## config.mk

```make
export PLATFORM = sky130hd
export DESIGN_NAME = clock_alarm_countdown_display
export DESIGN_NICKNAME = d
export VERILOG_FILES = /design/src/rtl/cacd_pkg.sv /design/src/rtl/cacd_regs.sv /design/src/rtl/cacd_time.sv /design/src/rtl/cacd_disp.sv /design/src/rtl/clock_alarm_countdown_display.sv
export SDC_FILE = /design/constraint.sdc
export NUM_CORES = 1
export LEC_CHECK = 0
export BUFFER_PORTS_ARGS = -buffer_cell sky130_fd_sc_hd__buf_4
export CORE_UTILIZATION = 50
export DETAILED_ROUTE_END_ITERATION = 7
export PLACE_DENSITY = 0.71
export SYNTH_ARGS = -nofsm -noshare
export SYNTH_HDL_FRONTEND = slang
export SYNTH_SLANG_ARGS = --single-unit
```

## constraint.sdc

```tcl
create_clock -name clk_i -period 7.6 [get_ports clk_i]
set_input_delay 2.28 -clock clk_i [delete_from_list [all_inputs] [get_ports clk_i]]
set_output_delay 2.28 -clock clk_i [all_outputs]
set_load 0.005 [all_outputs]
```

## src/rtl/cacd_pkg.sv

```systemverilog
// Shared types, codes and lookup helpers for the clock/alarm/countdown display.
// No dependencies; imported by every module of the block.
`default_nettype none

package cacd_pkg;

  // Field widths
  localparam int TPS_W  = 10;
  localparam int HOUR_W = 5;
  localparam int MIN_W  = 6;
  localparam int SEC_W  = 6;
  localparam int CDH_W  = 7;
  localparam int FUNC_W = 3;
  localparam int VIEW_W = 2;
  localparam int SEG_W  = 7;
  localparam int EN_W   = 4;
  localparam int DIG_W  = 4;

  // Event codes
  localparam logic [FUNC_W-1:0] FUNC_TICK    = 3'd0;
  localparam logic [FUNC_W-1:0] FUNC_REFRESH = 3'd1;
  localparam logic [FUNC_W-1:0] FUNC_CD_LOAD = 3'd2;
  localparam logic [FUNC_W-1:0] FUNC_INC_HR  = 3'd3;
  localparam logic [FUNC_W-1:0] FUNC_INC_MIN = 3'd4;

  // Display views
  localparam logic [VIEW_W-1:0] VIEW_HHMM  = 2'd0;
  localparam logic [VIEW_W-1:0] VIEW_MMSS  = 2'd1;
  localparam logic [VIEW_W-1:0] VIEW_ALARM = 2'd2;
  localparam logic [VIEW_W-1:0] VIEW_CD    = 2'd3;

  // Register indexes
  localparam logic [2:0] REG_TPS      = 3'd0;
  localparam logic [2:0] REG_AL_HOUR  = 3'd1;
  localparam logic [2:0] REG_AL_MIN   = 3'd2;
  localparam logic [2:0] REG_AL_ARMED = 3'd3;
  localparam logic [2:0] REG_CD_HOURS = 3'd4;
  localparam logic [2:0] REG_CD_MINS  = 3'd5;

  localparam logic [TPS_W-1:0] TPS_RESET = 10'd128;

  localparam logic [MIN_W-1:0]  LAST_MIN  = 6'd59;
  localparam logic [HOUR_W-1:0] LAST_HOUR = 5'd23;

  // Digit selects, leftmost first
  localparam logic [EN_W-1:0] EN_D3 = 4'h8;
  localparam logic [EN_W-1:0] EN_D2 = 4'h4;
  localparam logic [EN_W-1:0] EN_D1 = 4'h2;
  localparam logic [EN_W-1:0] EN_D0 = 4'h1;

  // Segment patterns in board wiring order
  localparam logic [SEG_W-1:0] SEG_LUT [10] = '{
    7'h3F, 7'h09, 7'h5E, 7'h5B, 7'h69, 7'h73, 7'h77, 7'h19, 7'h7F, 7'h7B
  };

  typedef struct packed {
    logic [TPS_W-1:0]  tps;
    logic [HOUR_W-1:0] alarm_hour;
    logic [MIN_W-1:0]  alarm_minute;
    logic              alarm_armed;
    logic [CDH_W-1:0]  cd_start_hours;
    logic [MIN_W-1:0]  cd_start_minutes;
  } cfg_t;

  // Current time and countdown, as the display needs them
  typedef struct packed {
    logic [HOUR_W-1:0] hours;
    logic [MIN_W-1:0]  minutes;
    logic [SEC_W-1:0]  seconds;
    logic [CDH_W-1:0]  cd_hours;
    logic [MIN_W-1:0]  cd_minutes;
  } time_t;

  // Status after the event has been applied
  typedef struct packed {
    logic              buzzer;
    logic              cd_running;
    logic [HOUR_W-1:0] hours;
    logic [MIN_W-1:0]  minutes;
    logic [SEC_W-1:0]  seconds;
  } status_t;

  // Tens digit of a value below 128: multiply by 205/2048
  function automatic logic [DIG_W-1:0] tens_of(input logic [CDH_W-1:0] v);
    logic [14:0] p;
    p = 15'(v) * 15'd205;
    return p[14:11];
  endfunction

  function automatic logic [DIG_W-1:0] ones_of(input logic [CDH_W-1:0] v);
    logic [CDH_W-1:0] t;
    t = 7'(tens_of(v)) * 7'd10;
    return DIG_W'(v - t);
  endfunction

  function automatic logic [SEG_W-1:0] seg_of(input logic [DIG_W-1:0] d);
    return (d < 4'd10) ? SEG_LUT[d] : '0;
  endfunction

endpackage

`default_nettype wire

```

## src/rtl/cacd_regs.sv

```systemverilog
// APB register file: prescale and alarm/countdown settings.
// Depends on cacd_pkg for register indexes and the cfg_t struct.
`default_nettype none

module cacd_regs (
  input  wire logic             clk_i,
  input  wire logic             rst_ni,
  input  wire logic             psel,
  input  wire logic             penable,
  input  wire logic             pwrite,
  input  wire logic [4:0]       paddr,
  input  wire logic [31:0]      pwdata,
  output logic      [31:0]      prdata,
  output logic                  pready,
  output cacd_pkg::cfg_t        cfg_o
);
  import cacd_pkg::*;

  cfg_t       cfg_q;
  logic [2:0] idx;
  logic       wr_en;

  assign idx    = paddr[4:2];
  assign pready = 1'b1;
  assign wr_en  = psel & penable & pwrite & pready;
  assign cfg_o  = cfg_q;

  always_ff @(posedge clk_i or negedge rst_ni) begin
    if (!rst_ni) begin
      cfg_q.tps              <= TPS_RESET;
      cfg_q.alarm_hour       <= '0;
      cfg_q.alarm_minute     <= '0;
      cfg_q.alarm_armed      <= 1'b0;
      cfg_q.cd_start_hours   <= '0;
      cfg_q.cd_start_minutes <= '0;
    end else if (wr_en) begin
      case (idx)
        REG_TPS:      cfg_q.tps              <= pwdata[TPS_W-1:0];
        REG_AL_HOUR:  cfg_q.alarm_hour       <= pwdata[HOUR_W-1:0];
        REG_AL_MIN:   cfg_q.alarm_minute     <= pwdata[MIN_W-1:0];
        REG_AL_ARMED: cfg_q.alarm_armed      <= pwdata[0];
        REG_CD_HOURS: cfg_q.cd_start_hours   <= pwdata[CDH_W-1:0];
        REG_CD_MINS:  cfg_q.cd_start_minutes <= pwdata[MIN_W-1:0];
        default: ;
      endcase
    end
  end

  always_comb begin
    case (idx)
      REG_TPS:      prdata = 32'(cfg_q.tps);
      REG_AL_HOUR:  prdata = 32'(cfg_q.alarm_hour);
      REG_AL_MIN:   prdata = 32'(cfg_q.alarm_minute);
      REG_AL_ARMED: prdata = 32'(cfg_q.alarm_armed);
      REG_CD_HOURS: prdata = 32'(cfg_q.cd_start_hours);
      REG_CD_MINS:  prdata = 32'(cfg_q.cd_start_minutes);
      default:      prdata = '0;
    endcase
  end

endmodule

`default_nettype wire

```

## src/rtl/cacd_time.sv

```systemverilog
// Timekeeping: prescaler, 24-hour clock, countdown and alarm match.
// Depends on cacd_pkg for codes, cfg_t, time_t and status_t.
`default_nettype none

module cacd_time #(
  parameter int PRESCALE_BITS = 10
) (
  input  wire logic                          clk_i,
  input  wire logic                          rst_ni,
  input  wire logic                          go_i,
  input  wire logic [cacd_pkg::FUNC_W-1:0]   func_i,
  input  cacd_pkg::cfg_t                     cfg_i,
  output cacd_pkg::time_t                    time_o,
  output cacd_pkg::status_t                  status_o
);
  import cacd_pkg::*;

  localparam int CmpW = (PRESCALE_BITS + 1 > TPS_W) ? PRESCALE_BITS + 1 : TPS_W;

  logic [PRESCALE_BITS-1:0] tick_q, tick_d;
  logic [PRESCALE_BITS:0]   tick_next;
  logic [SEC_W-1:0]         sec_q, sec_d;
  logic [MIN_W-1:0]         min_q, min_d;
  logic [HOUR_W-1:0]        hour_q, hour_d;
  logic [CDH_W-1:0]         cdh_q, cdh_d;
  logic [MIN_W-1:0]         cdm_q, cdm_d;
  logic [SEC_W-1:0]         cds_q, cds_d;
  logic                     cda_q, cda_d;
  logic                     sec_done;

  assign tick_next = {1'b0, tick_q} + 1'b1;
  // A prescaler at all ones also closes the second
  assign sec_done  = (CmpW'(tick_next) >= CmpW'(cfg_i.tps)) | (&tick_q);

  always_comb begin
    tick_d = tick_q;
    sec_d  = sec_q;
    min_d  = min_q;
    hour_d = hour_q;
    cdh_d  = cdh_q;
    cdm_d  = cdm_q;
    cds_d  = cds_q;
    cda_d  = cda_q;
    case (func_i)
      FUNC_TICK: begin
        if (sec_done) begin
          tick_d = '0;
          if (sec_q >= LAST_MIN) begin
            sec_d = '0;
            if (min_q >= LAST_MIN) begin
              min_d  = '0;
              hour_d = (hour_q >= LAST_HOUR) ? '0 : hour_q + 1'b1;
            end else begin
              min_d = min_q + 1'b1;
            end
          end else begin
            sec_d = sec_q + 1'b1;
          end
          if (cda_q) begin
            if (cds_q != '0) begin
              cds_d = cds_q - 1'b1;
            end else if (cdm_q != '0) begin
              cdm_d = cdm_q - 1'b1;
              cds_d = LAST_MIN;
            end else if (cdh_q != '0) begin
              cdh_d = cdh_q - 1'b1;
              cdm_d = LAST_MIN;
              cds_d = LAST_MIN;
            end
            if (cdh_d == '0 && cdm_d == '0 && cds_d == '0) begin
              cda_d = 1'b0;
            end
          end
        end else begin
          tick_d = tick_next[PRESCALE_BITS-1:0];
        end
      end
      FUNC_CD_LOAD: begin
        cdh_d = cfg_i.cd_start_hours;
        cdm_d = cfg_i.cd_start_minutes;
        cds_d = '0;
        cda_d = (cfg_i.cd_start_hours != '0) | (cfg_i.cd_start_minutes != '0);
      end
      FUNC_INC_HR:  hour_d = (hour_q >= LAST_HOUR) ? '0 : hour_q + 1'b1;
      FUNC_INC_MIN: min_d  = (min_q >= LAST_MIN) ? '0 : min_q + 1'b1;
      default: ;
    endcase
  end

  always_ff @(posedge clk_i or negedge rst_ni) begin
    if (!rst_ni) begin
      tick_q <= '0;
      sec_q  <= '0;
      min_q  <= '0;
      hour_q <= '0;
      cdh_q  <= '0;
      cdm_q  <= '0;
      cds_q  <= '0;
      cda_q  <= 1'b0;
    end else if (go_i) begin
      tick_q <= tick_d;
      sec_q  <= sec_d;
      min_q  <= min_d;
      hour_q <= hour_d;
      cdh_q  <= cdh_d;
      cdm_q  <= cdm_d;
      cds_q  <= cds_d;
      cda_q  <= cda_d;
    end
  end

  assign time_o.hours      = hour_q;
  assign time_o.minutes    = min_q;
  assign time_o.seconds    = sec_q;
  assign time_o.cd_hours   = cdh_q;
  assign time_o.cd_minutes = cdm_q;

  assign status_o.buzzer     = cfg_i.alarm_armed & (hour_d == cfg_i.alarm_hour)
                               & (min_d == cfg_i.alarm_minute);
  assign status_o.cd_running = cda_d;
  assign status_o.hours      = hour_d;
  assign status_o.minutes    = min_d;
  assign status_o.seconds    = sec_d;

endmodule

`default_nettype wire

```

## src/rtl/cacd_disp.sv

```systemverilog
// Display multiplexer: digit position, view select and segment lookup.
// Depends on cacd_pkg for view codes, time_t and the segment helpers.
`default_nettype none

module cacd_disp (
  input  wire logic                          clk_i,
  input  wire logic                          rst_ni,
  input  wire logic                          go_i,
  input  wire logic [cacd_pkg::FUNC_W-1:0]   func_i,
  input  wire logic [cacd_pkg::VIEW_W-1:0]   view_i,
  input  cacd_pkg::time_t                    time_i,
  input  cacd_pkg::cfg_t                     cfg_i,
  output logic      [cacd_pkg::SEG_W-1:0]    segments_o,
  output logic      [cacd_pkg::EN_W-1:0]     digit_enable_o
);
  import cacd_pkg::*;

  logic [1:0]       pos_q, pos_d;
  logic             refresh;
  logic [CDH_W-1:0] left, right;
  logic [DIG_W-1:0] digit;
  logic [EN_W-1:0]  en;

  assign refresh = (func_i == FUNC_REFRESH);
  assign pos_d   = pos_q + 1'b1;

  always_comb begin
    case (view_i)
      VIEW_HHMM: begin
        left  = CDH_W'(time_i.hours);
        right = CDH_W'(time_i.minutes);
      end
      VIEW_MMSS: begin
        left  = CDH_W'(time_i.minutes);
        right = CDH_W'(time_i.seconds);
      end
      VIEW_ALARM: begin
        left  = CDH_W'(cfg_i.alarm_hour);
        right = CDH_W'(cfg_i.alarm_minute);
      end
      default: begin
        left  = time_i.cd_hours;
        right = CDH_W'(time_i.cd_minutes);
      end
    endcase
  end

  // Position 0 is the rightmost digit; advancing from it wraps to the left
  always_comb begin
    case (pos_d)
      2'd1: begin
        digit = tens_of(left);
        en    = EN_D3;
      end
      2'd2: begin
        digit = ones_of(left);
        en    = EN_D2;
      end
      2'd3: begin
        digit = tens_of(right);
        en    = EN_D1;
      end
      default: begin
        digit = ones_of(right);
        en    = EN_D0;
      end
    endcase
  end

  assign segments_o     = refresh ? seg_of(digit) : '0;
  assign digit_enable_o = refresh ? en : '0;

  always_ff @(posedge clk_i or negedge rst_ni) begin
    if (!rst_ni) begin
      pos_q <= '0;
    end else if (go_i && refresh) begin
      pos_q <= pos_d;
    end
  end

endmodule

`default_nettype wire

```

## src/rtl/clock_alarm_countdown_display.sv

```systemverilog
// Top level of the clock/alarm/countdown display: stream ports, input and result registers.
// Depends on cacd_pkg, cacd_regs, cacd_time and cacd_disp.
//
//   port group   direction   payload
//   s_axis       in          tuser = func, tdata = view
//   m_axis       out         tdata = segments, enable, buzzer, running, h, m, s
//   APB          in/out      six settings registers at 4*i
//
// One transaction per cycle sustained while m_axis_tready is high; an input passes the
// input register, then the event logic into the result register.
// The result register frees as it is taken, so a stalled m_axis holds one result
// and the input register, then s_axis_tready drops.
// Asynchronous active-low reset clears the clock, countdown, prescaler and digit
// position to zero and the settings to their reset values.
`default_nettype none

module clock_alarm_countdown_display #(
  parameter int PRESCALE_BITS = 10
) (
  input  wire logic        clk_i,
  input  wire logic        rst_ni,
  input  wire logic        s_axis_tvalid,
  output logic             s_axis_tready,
  input  wire logic [7:0]  s_axis_tdata,   // [1:0] view
  input  wire logic [2:0]  s_axis_tuser,   // [2:0] func
  output logic             m_axis_tvalid,
  input  wire logic        m_axis_tready,
  // [6:0] segments, [10:7] digit_enable, [11] buzzer, [12] countdown_running,
  // [17:13] clock_hour, [23:18] clock_minute, [29:24] clock_second
  output logic      [31:0] m_axis_tdata,
  input  wire logic        psel,
  input  wire logic        penable,
  input  wire logic        pwrite,
  input  wire logic [4:0]  paddr,
  input  wire logic [31:0] pwdata,
  output logic      [31:0] prdata,
  output logic             pready
);
  import cacd_pkg::*;

  cfg_t              cfg;
  time_t             tm;
  status_t           status;
  logic [SEG_W-1:0]  segs;
  logic [EN_W-1:0]   en;

  logic              in_vld_q;
  logic [FUNC_W-1:0] func_q;
  logic [VIEW_W-1:0] view_q;
  logic              out_vld_q;
  logic [29:0]       out_q;
  logic              advance;

  assign advance       = in_vld_q & (~out_vld_q | m_axis_tready);
  assign s_axis_tready = ~in_vld_q | advance;

  always_ff @(posedge clk_i or negedge rst_ni) begin
    if (!rst_ni) begin
      in_vld_q  <= 1'b0;
      out_vld_q <= 1'b0;
    end else begin
      if (s_axis_tready) begin
        in_vld_q <= s_axis_tvalid;
      end
      if (advance) begin
        out_vld_q <= 1'b1;
      end else if (m_axis_tready) begin
        out_vld_q <= 1'b0;
      end
    end
  end

  always_ff @(posedge clk_i) begin
    if (s_axis_tready && s_axis_tvalid) begin
      func_q <= s_axis_tuser[FUNC_W-1:0];
      view_q <= s_axis_tdata[VIEW_W-1:0];
    end
    if (advance) begin
      out_q <= {status.seconds, status.minutes, status.hours,
                status.cd_running, status.buzzer, en, segs};
    end
  end

  cacd_regs u_regs (
    .clk_i   (clk_i),
    .rst_ni  (rst_ni),
    .psel    (psel),
    .penable (penable),
    .pwrite  (pwrite),
    .paddr   (paddr),
    .pwdata  (pwdata),
    .prdata  (prdata),
    .pready  (pready),
    .cfg_o   (cfg)
  );

  cacd_time #(
    .PRESCALE_BITS (PRESCALE_BITS)
  ) u_time (
    .clk_i    (clk_i),
    .rst_ni   (rst_ni),
    .go_i     (advance),
    .func_i   (func_q),
    .cfg_i    (cfg),
    .time_o   (tm),
    .status_o (status)
  );

  cacd_disp u_disp (
    .clk_i          (clk_i),
    .rst_ni         (rst_ni),
    .go_i           (advance),
    .func_i         (func_q),
    .view_i         (view_q),
    .time_i         (tm),
    .cfg_i          (cfg),
    .segments_o     (segs),
    .digit_enable_o (en)
  );

  assign m_axis_tvalid = out_vld_q;
  assign m_axis_tdata  = {2'b00, out_q};

endmodule

`default_nettype wire

```

==> reports/results.ini <==
[clocking]
htree_levels = 4
tritoncts = done
cts_setup_buffers = 0
cts_made_buffers = 17
cts_root_buf = clkbuf_16
clk_pin_slew_ns = 0.06
postCtsHoldBufs = 0
cts_buffer_depth = 2
cts.repair.resized = 0
clk_latency_ns = 0.43
cts.sinks = 121

[placement]
dp_hpwl_um = 17200
placed_cells = 1258
dpl_worst_slack_ns = 0.743
routabilityCongestion = 0.918
io_buffers = 66

[logic_synthesis]
synth_edf_count = 35
yosys_warnings = 0
async_flop_share = 0.711
yosysUniqueCellTypes = 77
ys_ff_latch = 121
yosysSeqAreaShare = 0.342
syn-instance-count = 992
netlist_area_um2 = 9380
synth_flop_cell = dfrtp_1
postSynthAreaPerCell_um2 = 9.45

[timing]
finalHoldViolCount = 0
worstMarginPinSlew_ns = 1.18
setup_viol_count_final = 0
setup_slack_ns = 0.691
timing.fmax_mhz = 145
setup-tns-final_ns = 0
relSlewSlack = 0.212
finalCritPeriodShare = 0.909
grt_setup_unrepaired = false
maxSlewViolCount = 0
fin_crit_ns = 6.91
clock_skew_ns = 0.00948

[run]
cap_violations = 0

[worst_setup_path]
crit_type = reg -> reg
r2r_start = view_q[1]$_DFFE_PP_
crit_start = view_q[1]$_DFFE_PP_
cp.arrival_ns = 7.18
required_ns = 7.87
cp-end-kind = flip-flop
cp_max_fo = 14
start_kind = flip-flop

[floorplanning]
die_w_um = 139
start_util = 0.517
die_h_um = 139
die_area_um2 = 19300
coreArea_um2 = 18100
io_pins = 122
num_rows = 49

[layout]
fin_cells = 1290
area_growth_pct = 12.6
layout_commonest_cell = nand2_1
fin_nets = 1205
num_antenna_cells = 0
final_cell_mix = nand2_1 (99), ha_1 (86), dfrtp_1 (85)
final_util = 0.582
final_layout_size_suffix_gt1_frac = 0.172

[global_routing]
grt-ovfl-total = 0
grt_util_all_layers = 0.247
grt_start_max_net_pins = 55
grt_pass1_vias = 7320
grt_pass1_wl_um = 37500
antenna_found_initial = 0

[route]
drt_iter0_drc = 638
met3_length_um = 1180
m1WireLength_um = 9950
wl_per_cell_um = 17.8
vias = 7608
topRoutingLayerUsed = met4
drtPass1Iterations = 7
antenna_left = 0
drt-total-wl_um = 23000
avgViaCountPerCell = 5.90
wl_met2_um = 11100
drc_errors = 0

[pwr]
ir_drop_uv = 161
p_leak_nw = 4.91
power_density_nw_per_um2 = 306

[run_status]
status = finished clean

[hold_path]
holdCritStartpoint = in_vld_q$_DFFE_PN0N_
hp-class = reg -> reg

synth_stat cells (9+ instances only):
library cell  number  area (um2)
a31oi_1           12        75.1
mux2_2            47         529
and3_1            14        87.6
nor2_1            67         251
nand3_1           36         180
xor2_1            11        96.3
o22ai_1           13        81.3
a21oi_1           35         175
mux2i_1           16         160
ha_1              86        1080
and2_1            15        93.8
o211ai_1          12        90.1
a21o_1            10        75.1
inv_1             78         293
edfxtp_1          35        1050
nand2b_1          17         106
dfrtp_1           85        2130
nor3_1            20         100
fa_1              16         320
mux4_2            13         293
xnor2_1           12         105
nor4_1             9        56.3
nand2_1           99         372
o21ai_0           60         300
clkbuf_1          28         105
buf_4             25         188
per-stage QoR:
| stage | hold WS (ns) | power, mW | area, um2 |
|---|---|---|---|
| 6_report | 0.493 | 3.23 | 10600 |
| 5_1_grt | 0.506 | 3.48 | 10600 |
| 4_1_cts | 0.490 | 3.24 | 10600 |
| 3_5_place_dp | 0.488 | 2.43 | 9980 |
| 3_3_place_gp | 0.467 | 2.38 | 9980 |
| 2_1_floorplan | 0.457 | 2.02 | 9460 |
worst max-delay path, stage by stage (launching register included):
cell	delay, ns
edfxtp_1	0.84
mux4_2	0.67
ha_1	0.35
ha_1	0.19
or2_2	0.28
fa_1	0.46
ha_1	0.33
o22ai_1	0.12
nor4_1	0.50
a211oi_2	0.21
xnor2_1	0.28
ha_1	0.20
inv_1	0.05
fa_1	0.37
xnor2_1	0.31
nand2_1	0.11
mux2_2	0.29
a211oi_1	0.19
nand3b_1	0.18
o311ai_4	0.17
or4_1	0.52
o211ai_1	0.11
power breakdown:
group | switching, mW | internal, mW
Sequential | 0.201 | 0.821
Combinational | 0.795 | 0.623
Clock | 0.314 | 0.480
state kept, by name, summed over array words and instances (netlist names):
register and flops:
u_regs.cfg_o 35, u_time.cda_q 1, func_q 3, m_axis_tvalid 1, out_q 30, u_time.hour_q 5, u_time.sec_q 6, u_time.min_q 6
u_time.cdh_q 7, in_vld_q 1, u_disp.pos_q 2, u_time.tick_q 10, u_time.cds_q 6, view_q 2, u_time.cdm_q 6
logic make-up (layout without fill, tap and decap cells):
logic type,count (synthesis),in the layout,synth area share
flops,121,121,0.342
simple gates,326,326,0.171
fa+ha+maj,102,102,0.149
other cells,2,25,0.000801
mux,77,77,0.107
xor+xnor,24,24,0.0239
compound gates,200,200,0.139
buf+inv,140,186,0.0674
metal layers:
metal,vias to the layer above,global-route usage
met4,0,0.0982
li1,3643,-
met2,248,0.416
met1,3673,0.310
met5,-,0
met3,44,0.0539
path summary, 6_finish.rpt:
path | end | slack [ns] | cells past startpoint
min in group asynchronous | u_regs.cfg_o[27]$_DFFE_PN0P_ | 1.81 | 1
max in group asynchronous | u_time.sec_q[1]$_DFFE_PN0P_ | 4.75 | 2
min | m_axis_tvalid$_DFFE_PN0P_ | 0.49 | 1
max | out_q[5]$_SDFFCE_PN0P_ | 0.69 | 21
min reg2reg | m_axis_tvalid$_DFFE_PN0P_ | 0.49 | 1
max reg2reg | out_q[5]$_SDFFCE_PN0P_ | 0.69 | 21
layout make-up:
cell class / instances / area [um2]
inverters: 79 / 297
multi-input cells: 754 / 5630
clock inverters: 12 / 113
fillers: 1553 / 7590
flip-flops and latches: 121 / 3200
clock buffers: 20 / 468
repair buffers: 75 / 563
well taps: 229 / 287
Power figures use the tool's default switching activity.
